--- config.mk ---
export PLATFORM = sky130hd
export DESIGN_NAME = adts_frame_splitter_top
export DESIGN_NICKNAME = d
export VERILOG_FILES = /design/src/rtl/core/afs_pkg.sv /design/src/rtl/core/afs_front.sv /design/src/rtl/core/afs_fifo.sv /design/src/rtl/core/afs_back.sv /design/src/rtl/core/adts_frame_splitter_top.sv
export SDC_FILE = /design/constraint.sdc
export NUM_CORES = 1
export LEC_CHECK = 0
export ABC_AREA = 1
export BUFFER_PORTS_ARGS = -buffer_cell sky130_fd_sc_hd__buf_4
export CORE_UTILIZATION = 45
export CTS_BUF_LIST = sky130_fd_sc_hd__clkbuf_4 sky130_fd_sc_hd__clkbuf_8
export CTS_CLUSTER_DIAMETER = 80
export DETAILED_ROUTE_END_ITERATION = 10
export GPL_TIMING_DRIVEN = 0
export SLEW_MARGIN = 30
export SYNTH_ARGS = -nofsm -noshare
export SYNTH_HDL_FRONTEND = slang
export SYNTH_SLANG_ARGS = --single-unit
--- constraint.sdc ---
create_clock -name i_clk -period 8 [get_ports i_clk]
set_clock_uncertainty 0.2 [all_clocks]
set_input_delay 0 -clock i_clk [delete_from_list [all_inputs] [get_ports i_clk]]
set_output_delay 0 -clock i_clk [all_outputs]
set_load 0.01 [all_outputs]
--- src/rtl/core/afs_pkg.sv ---
`timescale 1ns / 1ps

package afs_pkg;

    localparam logic [7:0]  SYNC_BYTE     = 8'hFF;
    localparam logic [7:0]  SYNC_MASK     = 8'hF6;
    localparam logic [7:0]  SYNC_MATCH    = 8'hF0;
    localparam int          HDR_LEN       = 7;
    localparam logic [12:0] LEN_HDR       = 13'd7;
    localparam logic [12:0] MIN_LEN_NOCRC = 13'd7;
    localparam logic [12:0] MIN_LEN_CRC   = 13'd9;
    localparam int          QDEPTH        = 8;
    localparam int          QPTR_W        = $clog2(QDEPTH);
    localparam int          QCNT_W        = $clog2(QDEPTH + 1);

    typedef enum logic [1:0] {
        PH_HUNT,
        PH_PASS,
        PH_RESCAN
    } t_phase;

    typedef struct packed {
        logic        no_crc;
        logic [1:0]  profile;
        logic [3:0]  rate_index;
        logic [2:0]  channel_config;
        logic [12:0] frame_len;
        logic [1:0]  raw_block_count;
    } t_fields;

    // One queue entry: a single passed byte, or a whole confirmed header.
    typedef struct packed {
        logic                     is_hdr;
        logic [HDR_LEN-1:0][7:0]  bytes;
        logic                     end_f;
        logic                     abort_f;
        t_fields                  fields;
    } t_entry;

    function automatic logic [16:0] rate_hz(input logic [3:0] idx);
        logic [16:0] hz;
        unique case (idx)
            4'd0:    hz = 17'd96000;
            4'd1:    hz = 17'd88200;
            4'd2:    hz = 17'd64000;
            4'd3:    hz = 17'd48000;
            4'd4:    hz = 17'd44100;
            4'd5:    hz = 17'd32000;
            4'd6:    hz = 17'd24000;
            4'd7:    hz = 17'd22050;
            4'd8:    hz = 17'd16000;
            4'd9:    hz = 17'd12000;
            4'd10:   hz = 17'd11025;
            4'd11:   hz = 17'd8000;
            4'd12:   hz = 17'd7350;
            default: hz = 17'd0;
        endcase
        return hz;
    endfunction

endpackage

--- src/rtl/core/afs_front.sv ---
`timescale 1ns / 1ps

module afs_front (
    input  logic              i_clk,
    input  logic              i_rst_n,
    input  logic              i_push,
    input  logic [7:0]        i_in_byte,
    input  logic              i_end_of_buffer,
    input  logic              i_q_full,
    output logic              o_busy,
    output logic              o_q_push,
    output afs_pkg::t_entry   o_q_entry
);
    import afs_pkg::*;

    t_phase      r_phase, n_phase;
    logic [2:0]  r_held, n_held;
    logic [12:0] r_left, n_left;
    t_fields     r_fields, n_fields;
    logic [7:0]  r_hdr [0:5];
    logic [7:0]  r_scan [0:5];
    logic        scan_load, scan_shift;
    logic [2:0]  r_scan_cnt, n_scan_cnt;

    logic        accept;
    logic [7:0]  feed_b;
    logic [2:0]  feed_held;
    logic        hdr_we;
    logic [2:0]  hdr_wi;
    logic        hdr_done;
    t_fields     dec;
    logic [12:0] min_len;
    logic        false_sync;
    t_entry      entry;

    assign o_busy = (r_phase == PH_RESCAN);
    assign accept = i_push && !i_q_full && !o_busy;
    assign feed_b = (r_phase == PH_RESCAN) ? r_scan[0] : i_in_byte;

    // Sync search and header collection for one byte.
    always_comb begin
        feed_held = r_held;
        hdr_we    = 1'b0;
        hdr_wi    = r_held;
        hdr_done  = 1'b0;
        unique case (r_held) inside
            3'd0: begin
                if (feed_b == SYNC_BYTE) begin
                    hdr_we    = 1'b1;
                    hdr_wi    = 3'd0;
                    feed_held = 3'd1;
                end
            end
            3'd1: begin
                if ((feed_b & SYNC_MASK) == SYNC_MATCH) begin
                    hdr_we    = 1'b1;
                    feed_held = 3'd2;
                end else if (feed_b == SYNC_BYTE) begin
                    hdr_we = 1'b1;
                    hdr_wi = 3'd0;
                end else begin
                    feed_held = 3'd0;
                end
            end
            [3'd2:3'd5]: begin
                hdr_we    = 1'b1;
                feed_held = r_held + 3'd1;
            end
            3'd6: begin
                hdr_done  = 1'b1;
                feed_held = 3'd0;
            end
            default: feed_held = 3'd0;
        endcase
    end

    // Header decode; byte six comes straight from the input.
    always_comb begin
        dec.no_crc          = r_hdr[1][0];
        dec.profile         = r_hdr[2][7:6];
        dec.rate_index      = r_hdr[2][5:2];
        dec.channel_config  = {r_hdr[2][0], r_hdr[3][7:6]};
        dec.frame_len       = {r_hdr[3][1:0], r_hdr[4], r_hdr[5][7:5]};
        dec.raw_block_count = i_in_byte[1:0];
        min_len             = dec.no_crc ? MIN_LEN_NOCRC : MIN_LEN_CRC;
        false_sync          = dec.frame_len < min_len;
    end

    always_comb begin
        n_phase    = r_phase;
        n_held     = r_held;
        n_left     = r_left;
        n_fields   = r_fields;
        n_scan_cnt = r_scan_cnt;
        scan_load  = 1'b0;
        scan_shift = 1'b0;
        o_q_push   = 1'b0;
        entry      = '0;

        unique case (r_phase)
            PH_PASS: begin
                if (accept) begin
                    o_q_push       = 1'b1;
                    entry.bytes[0] = i_in_byte;
                    entry.end_f    = (r_left == 13'd1);
                    entry.abort_f  = (r_left != 13'd1) && i_end_of_buffer;
                    entry.fields   = r_fields;
                    n_left         = r_left - 13'd1;
                    if (r_left == 13'd1) begin
                        n_phase = PH_HUNT;
                    end
                end
            end
            PH_RESCAN: begin
                // Refeed held header bytes one a cycle; cannot complete a header.
                scan_shift = 1'b1;
                n_held     = feed_held;
                n_scan_cnt = r_scan_cnt - 3'd1;
                if (r_scan_cnt == 3'd1) begin
                    n_phase = PH_HUNT;
                end
            end
            default: begin
                if (accept) begin
                    n_held = feed_held;
                    if (hdr_done) begin
                        if (false_sync) begin
                            if (!i_end_of_buffer) begin
                                scan_load  = 1'b1;
                                n_scan_cnt = 3'd6;
                                n_phase    = PH_RESCAN;
                            end
                        end else begin
                            o_q_push     = 1'b1;
                            entry.is_hdr = 1'b1;
                            for (int k = 0; k < HDR_LEN - 1; k++) begin
                                entry.bytes[k] = r_hdr[k];
                            end
                            entry.bytes[HDR_LEN-1] = i_in_byte;
                            entry.end_f   = (dec.frame_len == LEN_HDR);
                            entry.abort_f = (dec.frame_len != LEN_HDR) && i_end_of_buffer;
                            entry.fields  = dec;
                            n_fields      = dec;
                            if (dec.frame_len != LEN_HDR) begin
                                n_phase = PH_PASS;
                                n_left  = dec.frame_len - LEN_HDR;
                            end
                        end
                    end
                end
            end
        endcase

        if (accept && i_end_of_buffer) begin
            n_phase = PH_HUNT;
            n_held  = 3'd0;
            n_left  = 13'd0;
        end
    end

    assign o_q_entry = entry;

    always_ff @(posedge i_clk) begin
        if (!i_rst_n) begin
            r_phase    <= PH_HUNT;
            r_held     <= 3'd0;
            r_left     <= 13'd0;
            r_scan_cnt <= 3'd0;
        end else begin
            r_phase    <= n_phase;
            r_held     <= n_held;
            r_left     <= n_left;
            r_scan_cnt <= n_scan_cnt;
        end
    end

    always_ff @(posedge i_clk) begin
        r_fields <= n_fields;
        if ((accept || r_phase == PH_RESCAN) && hdr_we && r_phase != PH_PASS) begin
            r_hdr[hdr_wi] <= feed_b;
        end
        if (scan_load) begin
            for (int k = 0; k < 5; k++) begin
                r_scan[k] <= r_hdr[k+1];
            end
            r_scan[5] <= i_in_byte;
        end else if (scan_shift) begin
            for (int k = 0; k < 5; k++) begin
                r_scan[k] <= r_scan[k+1];
            end
        end
    end

endmodule

--- src/rtl/core/afs_fifo.sv ---
`timescale 1ns / 1ps

module afs_fifo (
    input  logic              i_clk,
    input  logic              i_rst_n,
    input  logic              i_push,
    input  afs_pkg::t_entry   i_entry,
    input  logic              i_pop,
    output logic              o_full,
    output logic              o_empty,
    output afs_pkg::t_entry   o_head
);
    import afs_pkg::*;

    t_entry              r_mem [0:QDEPTH-1];
    logic [QPTR_W-1:0]   r_wr, n_wr;
    logic [QPTR_W-1:0]   r_rd, n_rd;
    logic [QCNT_W-1:0]   r_cnt, n_cnt;
    logic                do_push, do_pop;

    assign o_full  = (r_cnt == QCNT_W'(QDEPTH));
    assign o_empty = (r_cnt == '0);
    assign o_head  = r_mem[r_rd];
    assign do_push = i_push && !o_full;
    assign do_pop  = i_pop && !o_empty;

    always_comb begin
        n_wr  = do_push ? r_wr + QPTR_W'(1) : r_wr;
        n_rd  = do_pop  ? r_rd + QPTR_W'(1) : r_rd;
        n_cnt = r_cnt + QCNT_W'(do_push) - QCNT_W'(do_pop);
    end

    always_ff @(posedge i_clk) begin
        if (!i_rst_n) begin
            r_wr  <= '0;
            r_rd  <= '0;
            r_cnt <= '0;
        end else begin
            r_wr  <= n_wr;
            r_rd  <= n_rd;
            r_cnt <= n_cnt;
        end
    end

    always_ff @(posedge i_clk) begin
        if (do_push) begin
            r_mem[r_wr] <= i_entry;
        end
    end

endmodule

--- src/rtl/core/afs_back.sv ---
`timescale 1ns / 1ps

module afs_back (
    input  logic              i_clk,
    input  logic              i_rst_n,
    input  afs_pkg::t_entry   i_head,
    input  logic              i_q_empty,
    input  logic              i_pop,
    output logic              o_q_pop,
    output logic [7:0]        o_out_byte,
    output logic              o_frame_start,
    output logic              o_frame_end,
    output logic              o_frame_aborted,
    output logic              o_run_last,
    output logic              o_no_crc,
    output logic [1:0]        o_profile,
    output logic [3:0]        o_rate_index,
    output logic [16:0]       o_sample_rate,
    output logic [2:0]        o_channel_config,
    output logic [12:0]       o_frame_len,
    output logic [1:0]        o_raw_block_count
);
    import afs_pkg::*;

    logic [2:0] r_idx, n_idx;
    logic       last;
    logic       take;

    assign last = !i_head.is_hdr || (r_idx == 3'(HDR_LEN - 1));
    assign take = i_pop && !i_q_empty;

    assign o_q_pop           = take && last;
    assign o_out_byte        = i_head.bytes[r_idx];
    assign o_frame_start     = i_head.is_hdr && (r_idx == 3'd0);
    assign o_frame_end       = last && i_head.end_f;
    assign o_frame_aborted   = last && i_head.abort_f;
    assign o_run_last        = last;
    assign o_no_crc          = i_head.fields.no_crc;
    assign o_profile         = i_head.fields.profile;
    assign o_rate_index      = i_head.fields.rate_index;
    assign o_sample_rate     = rate_hz(i_head.fields.rate_index);
    assign o_channel_config  = i_head.fields.channel_config;
    assign o_frame_len       = i_head.fields.frame_len;
    assign o_raw_block_count = i_head.fields.raw_block_count;

    // Step through the seven header bytes; a single byte retires at once.
    always_comb begin
        n_idx = r_idx;
        if (take) begin
            n_idx = last ? 3'd0 : r_idx + 3'd1;
        end
    end

    always_ff @(posedge i_clk) begin
        if (!i_rst_n) begin
            r_idx <= 3'd0;
        end else begin
            r_idx <= n_idx;
        end
    end

endmodule

--- src/rtl/core/adts_frame_splitter_top.sv ---
`timescale 1ns / 1ps

// ADTS frame splitter: cuts an AAC ADTS byte stream into frames.
// Input channel: push/full. One stream byte per transaction on i_in_byte,
// with i_end_of_buffer marking the last byte of a buffer.
// Result channel: empty/pop. Each transaction carries one frame byte with
// start/end/aborted marks, run_last, and the decoded header fields.
// A front stage hunts for sync, collects the 7-byte header and decodes it;
// an 8-entry queue carries single bytes and whole headers to a back stage
// that plays them out one byte per pop.
// Throughput: one input byte per cycle while full is low. A confirmed header
// yields 7 results over 7 pops, during which the queue absorbs the following
// frame bytes. A false sync (frame length too short) stalls input while the
// front refeeds the held header bytes to the sync search.
// A result is registered in the queue and shows on the output ports in the
// cycle after the transaction that caused it, behind any results already queued.
// Reset (synchronous, active low): queue empties, front returns to hunting.
// When the receiver stalls, the queue fills and full rises; full also rises
// during a false-sync refeed.
module adts_frame_splitter_top (
    input  logic        i_clk,
    input  logic        i_rst_n,
    input  logic        push,
    output logic        full,
    input  logic [7:0]  i_in_byte,
    input  logic        i_end_of_buffer,
    output logic        empty,
    input  logic        pop,
    output logic [7:0]  o_out_byte,
    output logic        o_frame_start,
    output logic        o_frame_end,
    output logic        o_frame_aborted,
    output logic        o_run_last,
    output logic        o_no_crc,
    output logic [1:0]  o_profile,
    output logic [3:0]  o_rate_index,
    output logic [16:0] o_sample_rate,
    output logic [2:0]  o_channel_config,
    output logic [12:0] o_frame_len,
    output logic [1:0]  o_raw_block_count
);
    import afs_pkg::*;

    logic   q_push, q_pop, q_full, q_empty, front_busy;
    t_entry q_entry, q_head;

    // Hold input while the queue is full or the front is refeeding.
    assign full  = q_full || front_busy;
    assign empty = q_empty;

    afs_front u_front (
        .i_clk           (i_clk),
        .i_rst_n         (i_rst_n),
        .i_push          (push),
        .i_in_byte       (i_in_byte),
        .i_end_of_buffer (i_end_of_buffer),
        .i_q_full        (q_full),
        .o_busy          (front_busy),
        .o_q_push        (q_push),
        .o_q_entry       (q_entry)
    );

    afs_fifo u_fifo (
        .i_clk   (i_clk),
        .i_rst_n (i_rst_n),
        .i_push  (q_push),
        .i_entry (q_entry),
        .i_pop   (q_pop),
        .o_full  (q_full),
        .o_empty (q_empty),
        .o_head  (q_head)
    );

    afs_back u_back (
        .i_clk             (i_clk),
        .i_rst_n           (i_rst_n),
        .i_head            (q_head),
        .i_q_empty         (q_empty),
        .i_pop             (pop),
        .o_q_pop           (q_pop),
        .o_out_byte        (o_out_byte),
        .o_frame_start     (o_frame_start),
        .o_frame_end       (o_frame_end),
        .o_frame_aborted   (o_frame_aborted),
        .o_run_last        (o_run_last),
        .o_no_crc          (o_no_crc),
        .o_profile         (o_profile),
        .o_rate_index      (o_rate_index),
        .o_sample_rate     (o_sample_rate),
        .o_channel_config  (o_channel_config),
        .o_frame_len       (o_frame_len),
        .o_raw_block_count (o_raw_block_count)
    );

endmodule

## Yosys cells after proc, flatten, opt, wreduce, memory -nomap -nowiden

Memories as Yosys holds them, arrays and structs flattened. A register that Yosys moved wholly into a read port is not among the register bits.
Cells that the tools add are included.

- Register bits: 59
- Memory bits (writable): 768
- ROM bits: 272
- Input port bits: 13
- Output and inout port bits: 56
- Word-level logic and storage cells: 171
- Memories: 4

Memory list:

| name | depth | width | read ports | clocked after memory_dff | write ports | RTL line | source |
|---|---|---|---|---|---|---|---|
| u_fifo.r_mem | 8 | 84 | 1 | 1 | 1 | afs_fifo.sv:15 | `t_entry r_mem [0:QDEPTH-1];` |
| (name not given) | 16 | 17 | 1 | 0 | 0 | afs_pkg.sv:42 | `unique case (idx)` |
| u_front.r_hdr | 6 | 8 | 6 | 0 | 1 | afs_front.sv:20 | `logic [7:0] r_hdr [0:5];` |
| u_front.r_scan | 6 | 8 | 6 | 0 | 6 | afs_front.sv:21 | `logic [7:0] r_scan [0:5];` |

- Add/subtract/negate cells: 9
- Order comparisons: 4
- Eq/ne operators: 20
- Mux-type cells: 71
- Bitwise operators: 10
- Reductions and logical operators: 39

Operator list:

| kind | number |
|---|---|
| $mux W84 | 3 |
| $pmux W35 S2 | 1 |
| $mux W13 | 5 |
| $mux W8 | 7 |
| $mux W49 | 1 |
| $mux W3 | 13 |
| $mux W35 | 1 |
| $pmux W13 S2 | 1 |
| $bmux W8 S3 | 1 |
| $mux W1 | 22 |
| $pmux W3 S2 | 3 |
| $mux W2 | 8 |
| $logic_and A1 B1 Y1 | 15 |
| $eq A13 B1 Y1 const B | 1 |
| $eq A13 B3 Y1 const B | 1 |
| $lt A13 B13 Y1 | 1 |
| $ne A13 B1 Y1 const B | 1 |
| $ne A13 B3 Y1 const B | 1 |
| $sub A13 B1 Y13 const B | 1 |
| $sub A13 B3 Y13 const B | 1 |
| $add A3 B1 Y3 const B | 4 |
| $ne A2 B1 Y1 const B | 5 |
| $reduce_and A5 Y1 | 2 |
| $reduce_bool A2 Y1 | 5 |
| other kinds (32) | 49 |

## Longest topological paths before layout

Gate-level depths: netlist (run 1).

- Word-level depth: 10
- Mapped depth: 19
- Depth with buffers taken out: 17

## Modules after synthesis

Synthesis (run 1) repeated with hierarchy kept, for this count alone.

- Cells, all modules: 4100
- Area, all modules: 38309.2 µm²

By module, submodules not included:

| module | times used | cells each | area an instance (µm²) |
|---|---|---|---|
| afs_fifo | 1 | 3005 | 29754.8 |
| afs_front | 1 | 795 | 7038.0 |
| afs_back | 1 | 297 | 1505.2 |
| adts_frame_splitter_top | 1 | 3 | 11.3 |

## Least setup slack after synthesis (run 1)

No wires, ideal clock.

- Path kind: register -> register
- Start: reg u_front.r_phase[0]
- End: mem u_fifo.r_mem[0][0] (netlist name) (enable)
- Setup time: 0.527 ns
- Arrival: 5.073 ns
- Data required time: 7.273 ns
- Slack: 2.200 ns
- Cell stages (with the launch flop): 11
- Buffers on the path: 1
- Clock period less this slack: 5.800 ns
- Cells stage by stage: dfxtp_1 -> inv_1 -> ha_1 -> buf_4 -> inv_2 -> nand3_2 -> nor2_2 -> nand2_2 -> nand2_2 -> nand2_1 -> nor2_1

- Longest elaborated chain between the ends: 8
- Elaborated cells on any way between the ends: 10

RTL lines:

| item | RTL line | source |
|---|---|---|
| from (decl) | afs_front.sv:16 | `t_phase r_phase, n_phase;` |
| from (signal assigned) | afs_front.sv:170 | `r_phase <= n_phase;` |
| $eq A2 B2 Y1 | afs_front.sv:36, afs_front.sv:100 |  |
| $logic_not A1 Y1 | afs_front.sv:37 | `assign accept = i_push && !i_q_full && !o_busy;` |
| $logic_and A1 B1 Y1 | afs_front.sv:37 |  |
| $mux W1 (on tied branches) | afs_front.sv:124, afs_front.sv:102 |  |
| $pmux W1 S2 (*) | afs_front.sv:100 | `unique case (r_phase)` |
| $logic_and A1 B1 Y1 (*) | afs_fifo.sv:24 | `assign do_push = i_push && !o_full;` |
| net u_fifo.do_push | afs_fifo.sv:19 | `logic do_push, do_pop;` |
| $mux W1 (*) | afs_fifo.sv:46 | `if (do_push) begin` |
| $mux W1 (not written as such) (*) | afs_fifo.sv:47 | `r_mem[r_wr] <= i_entry;` |
| to (decl) | afs_fifo.sv:15 |  |

The timed path passes the listed nets; every way through them passes the cells marked *.

## Worst setup path after layout (run 1)

- Start: reg u_front.r_phase[0]
- End: mem u_fifo.r_mem[0][72] (netlist name) (enable)

The elaborated chain is that of the path after synthesis.

==> results of run 1 <==
flip-flops by register name, summed over array words and instances, names as in the netlist, named ones only:
signal / cells
u_front.r_fields: 25
u_front.r_phase: 2
u_front.r_held: 3
u_front.r_hdr: 48
u_back.r_idx: 3
u_fifo.r_wr: 3
u_fifo.r_mem: 672
u_fifo.r_cnt: 4
u_fifo.r_rd: 3
u_front.r_left: 13
u_front.r_scan: 48
u_front.r_scan_cnt: 3
where the power goes:
part | switching [W] | internal [W]
combinational | 0.00122 | 0.000543
clock | 0.00168 | 0.00191
sequential | 0.0000219 | 0.00471
cells by family (layout without fill, tap and decap cells):
kind of cell / Yosys count / in the layout / share of synthesized area
other cells: 0 / 1 / 0
compound gates: 440 / 440 / 0.0703
xor+xnor: 8 / 8 / 0.00202
fa+ha+maj: 33 / 33 / 0.0121
flops: 830 / 830 / 0.708
simple gates: 1461 / 1461 / 0.170
buf+inv: 297 / 666 / 0.0379
per-stage QoR:
step,power (W),hold slack (ns),instance area (µm²)
detailed placement,0.00655,-0.00709,37700
global route,0.0104,0.0830,40500
CTS,0.0101,0.0285,40500
floorplan,0.00581,-0.101,34700
global placement,0.00652,-0.00878,36500
finish,0.0101,0.0662,40500
layer usage:
| layer | routed length, µm | vias up | track usage | share of wire |
|---|---|---|---|---|
| li1 | - | 11300 | - | - |
| met2 | 49800 | 1348 | 0.436 | 0.47 |
| met4 | 3330 | 0 | 0.101 | 0.032 |
| met1 | 43000 | 12300 | 0.372 | 0.41 |
| met5 | 0 | - | 0 | 0 |
| met3 | 9630 | 197 | 0.0454 | 0.091 |
worst register-to-register path: stages, from the launching register on:
cell	delay [ns]
dfxtp_1	0.34
inv_1	0.08
ha_1	0.19
buf_4	0.18
inv_2	0.20
nand3_2	0.17
nor2_2	0.45
nand2_2	0.36
nand2_2	0.26
nand2_1	0.27
nor2_4	0.53
buf_16	0.23
buf_16	0.19
buf_16	0.19
buf_16	0.20
area by class of cell:
class                      instances  area, µm²
antenna                            1       2.50
buffer                           167        826
clock buffer                     198       2370
clock inverter                    39        224
fill                            6610      35600
inverter                         130        489
multi-input combinational       1942       8900
sequential                       830      24600
tap                             1030       1290
timing repair buffer             132       1840
cell usage after synthesis, drive strengths merged:
library cell    n  area share
edfxtp        793        0.69
nand2         643       0.070
nor2          527       0.057
o21ai         308       0.045
nand3         272       0.040
inv           126       0.014
buf           104       0.017
clkbuf         63      0.0068
dfxtp          37       0.021
a21oi          34      0.0049
ha             32       0.012
a31o           25      0.0063
a31oi          23      0.0041
o22ai          23      0.0041
o211ai         20      0.0045
nand4           8      0.0014
xor2            6      0.0015
clkinv          4     0.00043
nor3            4     0.00058
or2             3     0.00054
a22oi           2     0.00043
a32o            2     0.00058
nand3b          2     0.00043
xnor2           2     0.00051
a211oi          1     0.00022
and2            1     0.00018
and3            1     0.00018
fa              1     0.00058
o21a            1     0.00022
o31ai           1     0.00022
path summary, 6_finish.rpt:
path,from,to,slack (ns),cells past startpoint
worst max-delay path,u_front.r_phase[0],u_fifo.r_mem[0][72],3.64,14
worst min-delay path,i_in_byte[3],u_front.r_hdr[1][3],0.07,4
worst max register to register,u_front.r_phase[0],u_fifo.r_mem[0][72],3.64,14
worst min register to register,u_front.r_hdr[3][6],u_front.r_fields[15],0.25,0
==> impl_results.md, run 1 <==
- Die width: 280 µm
- Critical path, cell by cell: inv_1 > ha_1 > buf_4 > inv_2 > nand3_2 > nor2_2 > nand2_2 > nand2_2 > nand2_1 > nor2_4 > buf_16 > buf_16 > buf_16 > buf_16
- DRC: 0
- Slew Viols, Final: 0
- Crit path kind: flop to flop
- Synth cell types: 40
- H-tree lvl count: 4
- Vias: 25100
- Wire length per cell: 23.7 µm
- Number of buffers added on ports: 67
- Hold violation count in the final report: 0
- Layout area overhead: 16.8%
- Number of global-route vias before repair: 23800
- Hold bufs inserted after CTS: 22
- Max incr delay on CP: 0.53 ns
- Crit-path max FO: 18
- Hold Path Class: primary input to flop
- Worst relative slew slack: 0.329
- Final std cells w/o fill: 4469
- Util after Layout: 0.532
- Leakage: 16.1 nW
- Setup ws final: 3.64 ns
- Post-Route WL: 106000 µm
- CP max stage cell: nor2_4
- Layout cells sized above 1: 0.139
- Status: completed
- Clock root cell: clkbuf_8
- DP Worst Slack: 3.66 ns
- Sequential fraction of the synthesis area: 0.708
- HPWL after DPL: 73700 µm
- Maximum clock insertion buffer count: 3
- Commonest non-fill, non-tap cells in the layout: 793 x edfxtp_1, 640 x nand2_1, 514 x nor2_1
- Clock-pin slew on the worst setup and hold paths: 0.06 ns
- Syn Nets: 3115
- Worst slew pin tran: 1.01 ns
- Total gr overflow: 0
- Num rows: 101
- Initial Util: 0.456
- Setup_tns: 0 ns
- # nets final: 3387
- WP buf/inv: 7
- Num CTS Buffers: 138
- RSZ-0062 raised after global routing: false
- Final GP Congestion: 0.897
- FF+latch count, synth: 830
- Die area: 78200 µm²
- Final period util: 0.546
- Syn. warnings: 0
- Worst vdd ir: 0.141 mV
- Drt first pass iters: 6
- Num ports: 69
- Fmax: 0.229 GHz
- Setup crit end kind: flop
- Post-synth design cell area: 34700 µm²
- Clock sinks: 830
- Global-route usage over all layers: 0.272
- Core area: 76100 µm²
- Power per standard cell area: 249 nW/µm²
- Max Cap Viol: 0
- Most common cell after layout, fill and taps aside: edfxtp_1
- Final Setup Violations: 0
- Critical Path Most Common Cell: buf_16
- Worst Setup Start Kind: flop
- Syn Area/Cell: 11.3 µm²
- Die Ht: 280 µm
- Data required, critical path: 8.28 ns
- Largest net degree at the start of global routing: 41
- Detail Route Antenna Nets: 0
- Initial antenna violation count: 2
- # Post-CTS Setup Buffers: 0
- Tmin final: 4.36 ns
- Mapped Cells: 3069
- Worst EP arrival: 4.65 ns
- Initial DRC count: 3038
- Post-CTS Resized: 0
- Vias per inst: 5.61
- TritonCTS clock tree: built
- Worst skew pair latency: 0.80 ns
- First-pass GRT wire length: 155000 µm
- Placed insts: 4209
- Cell family with most CP delay: simple AND/OR/NAND/NOR gates
No activity file was read; power rests on OpenSTA's default activity.
==> inputs of run 2 (changes only) <==
Clock period 8 ns to 4.4 ns, I/O delays scaled along.
==> run 2 against run 1 <==
- first-iteration DRC count grew 6.6%
- sequential share of layout area shrank 0.21 points
- power grew 82%
- flip-flop and latch count is the same
- largest power group unchanged
- die area is the same
- core utilization grew 0.19 points
- largest cell class unchanged
- wire length grew 0.20%
==> impl_results.md, run 2 (synthesis gave the netlist of run 1 again) <==
- Status: completed
- Worst vdd ir: 0.187 mV
- RSZ-0062 raised after global routing: false
- Max Cap Viol: 0
- Largest net degree at the start of global routing: 41
- Vias: 25100
- Crit-path max FO: 16
- Num rows: 101
- # nets final: 3395
- Power per standard cell area: 452 nW/µm²
- Slew Viols, Final: 0
- Worst relative slew slack: 0.311
- Num ports: 69
- Clock-pin slew on the worst setup and hold paths: 0.06 ns
- Worst slew pin tran: 1.03 ns
- HPWL after DPL: 73900 µm
- Final period util: 0.959
- First-pass GRT wire length: 155000 µm
- Clock root cell: clkbuf_8
- Most common cell after layout, fill and taps aside: edfxtp_1
- Die width: 280 µm
- Setup crit end kind: flop
- Util after Layout: 0.534
- Worst skew pair latency: 0.80 ns
- Max reg flops: 672
- Leakage: 16.2 nW
- Hold Path Class: primary input to flop
- Detail Route Antenna Nets: 0
- Post-Route WL: 106000 µm
- Final GP Congestion: 0.887
- HP Start: i_in_byte[3]
- Hold violation count in the final report: 0
- Initial Util: 0.456
- Number of buffers added on ports: 67
- Vias per inst: 5.60
- H-tree lvl count: 4
- Final Setup Violations: 0
- Core area: 76100 µm²
- DRC: 0
- Maximum clock insertion buffer count: 3
- Total gr overflow: 0
- Biggest regs: u_fifo.r_mem x672, u_front.r_hdr x48, u_front.r_scan x48
- Num CTS Buffers: 140
- Worst r2r src: u_front.r_phase[0]
- Worst Setup Start Kind: flop
- TritonCTS clock tree: built
- Tmin final: 4.22 ns
- Worst EP arrival: 4.48 ns
- Initial DRC count: 3238
- Worst reg2reg setup slack: 0.18 ns
- Global-route usage over all layers: 0.272
- Setup crit end: u_fifo.r_mem[6][18]
- Wire length per cell: 23.6 µm
- Commonest non-fill, non-tap cells in the layout: 793 x edfxtp_1, 640 x nand2_1, 514 x nor2_1
- Drt first pass iters: 7
- Number of global-route vias before repair: 24200
- Crit path kind: flop to flop
- Top reg by flops: u_fifo.r_mem
- Layout area overhead: 17.2%
- Worst Hold Slack: 0.0957 ns
- Fmax: 0.237 GHz
- Die Ht: 280 µm
- Die area: 78200 µm²
- Reg2reg end: u_fifo.r_mem[6][18]
- Clock sinks: 830
- Initial antenna violation count: 3
- Crit path from: u_front.r_phase[0]
- Layout cells sized above 1: 0.140
- FF-to-FF path depth: 13
- Data required, critical path: 4.66 ns
-- run 2: cell types whose count changed in the layout (fill, tap and decap cells not counted), moves of 2 or more --
| cell | delta |
|---|---|
| buf_16 | +3 |
| clkbuf_1 | -3 |
| buf_4 | +5 |
| clkbuf_8 | +4 |
| buf_8 | -5 |
| clkbuf_4 | -13 |
| clkinv_2 | +9 |
| clkinv_1 | +10 |
| buf_12 | +2 |
| clkbuf_2 | +2 |
-- run 2: cell type report --
class                      count  area [µm²]
fill                        6517       35400
sequential                   830       24600
multi-input combinational   1942        8900
clock buffer                 189        2330
timing repair buffer         138        1940
tap                         1030        1290
buffer                       167         835
inverter                     130         489
clock inverter                58         304
antenna                        1        2.50
-- run 2: worst min path at each step --
stage	slack (ns)	to	cells after the start
after floorplan	-0.10	u_front.r_fields[0]	0
after global placement	-0.009	u_front.r_scan[0][44]	1
after detailed placement	-0.006	u_front.r_scan[0][46]	1
after CTS	0.06	u_fifo.r_cnt[0]	4
after global routing	0.12	u_front.r_hdr[4][3]	4
final	0.1	u_front.r_hdr[1][3]	4
-- run 2: critical path, cell delays in order, from the launching register on --
cell,delay (ns)
dfxtp_1,0.34
inv_1,0.08
ha_1,0.19
buf_4,0.20
inv_2,0.20
nand3_2,0.17
nor2_2,0.45
nand2_2,0.34
nand2_2,0.25
nand2_1,0.27
nor2_4,0.54
buf_16,0.24
buf_16,0.17
buf_16,0.18
-- run 2: routing by layer --
| metal | vias up | track usage | routed length, µm |
|---|---|---|---|
| met1 | 12300 | 0.367 | 43100 |
| met2 | 1306 | 0.438 | 49500 |
| met4 | 0 | 0.103 | 3450 |
| li1 | 11300 | - | - |
| met5 | - | 0 | 0 |
| met3 | 202 | 0.0495 | 9900 |
-- run 2: power breakdown --
part	internal, W	switching (W)
clock network	0.00345	0.00311
registers	0.00856	0.0000390
logic	0.000988	0.00224
total	0.0130	0.00539
-- run 2: through the flow --
stage | total power [W] | instance area [µm²] | cells | setup slack, ns | setup TNS [ns]
final | 0.0184 | 40600 | 4485 | 0.180 | 0
after global routing | 0.0190 | 40600 | 4485 | 0.0306 | 0
after global placement | 0.0119 | 36500 | 4166 | -5.95 | -3600.40
after detailed placement | 0.0119 | 37700 | 4209 | 0.123 | 0
after CTS | 0.0184 | 40600 | 4479 | 0.0274 | 0
after floorplan | 0.0106 | 34700 | 3069 | -1.40 | -822.56
-- run 2: timing repair --
| action | in CTS | in global routing |
|---|---|---|
| setup buffers | 0 | 5 |
| hold buffers | 23 | 0 |
| endpoints found under the hold margin | 259 | 0 |
| endpoints found under the setup margin | 0 | 25 |
| gates resized for setup | 0 | 8 |
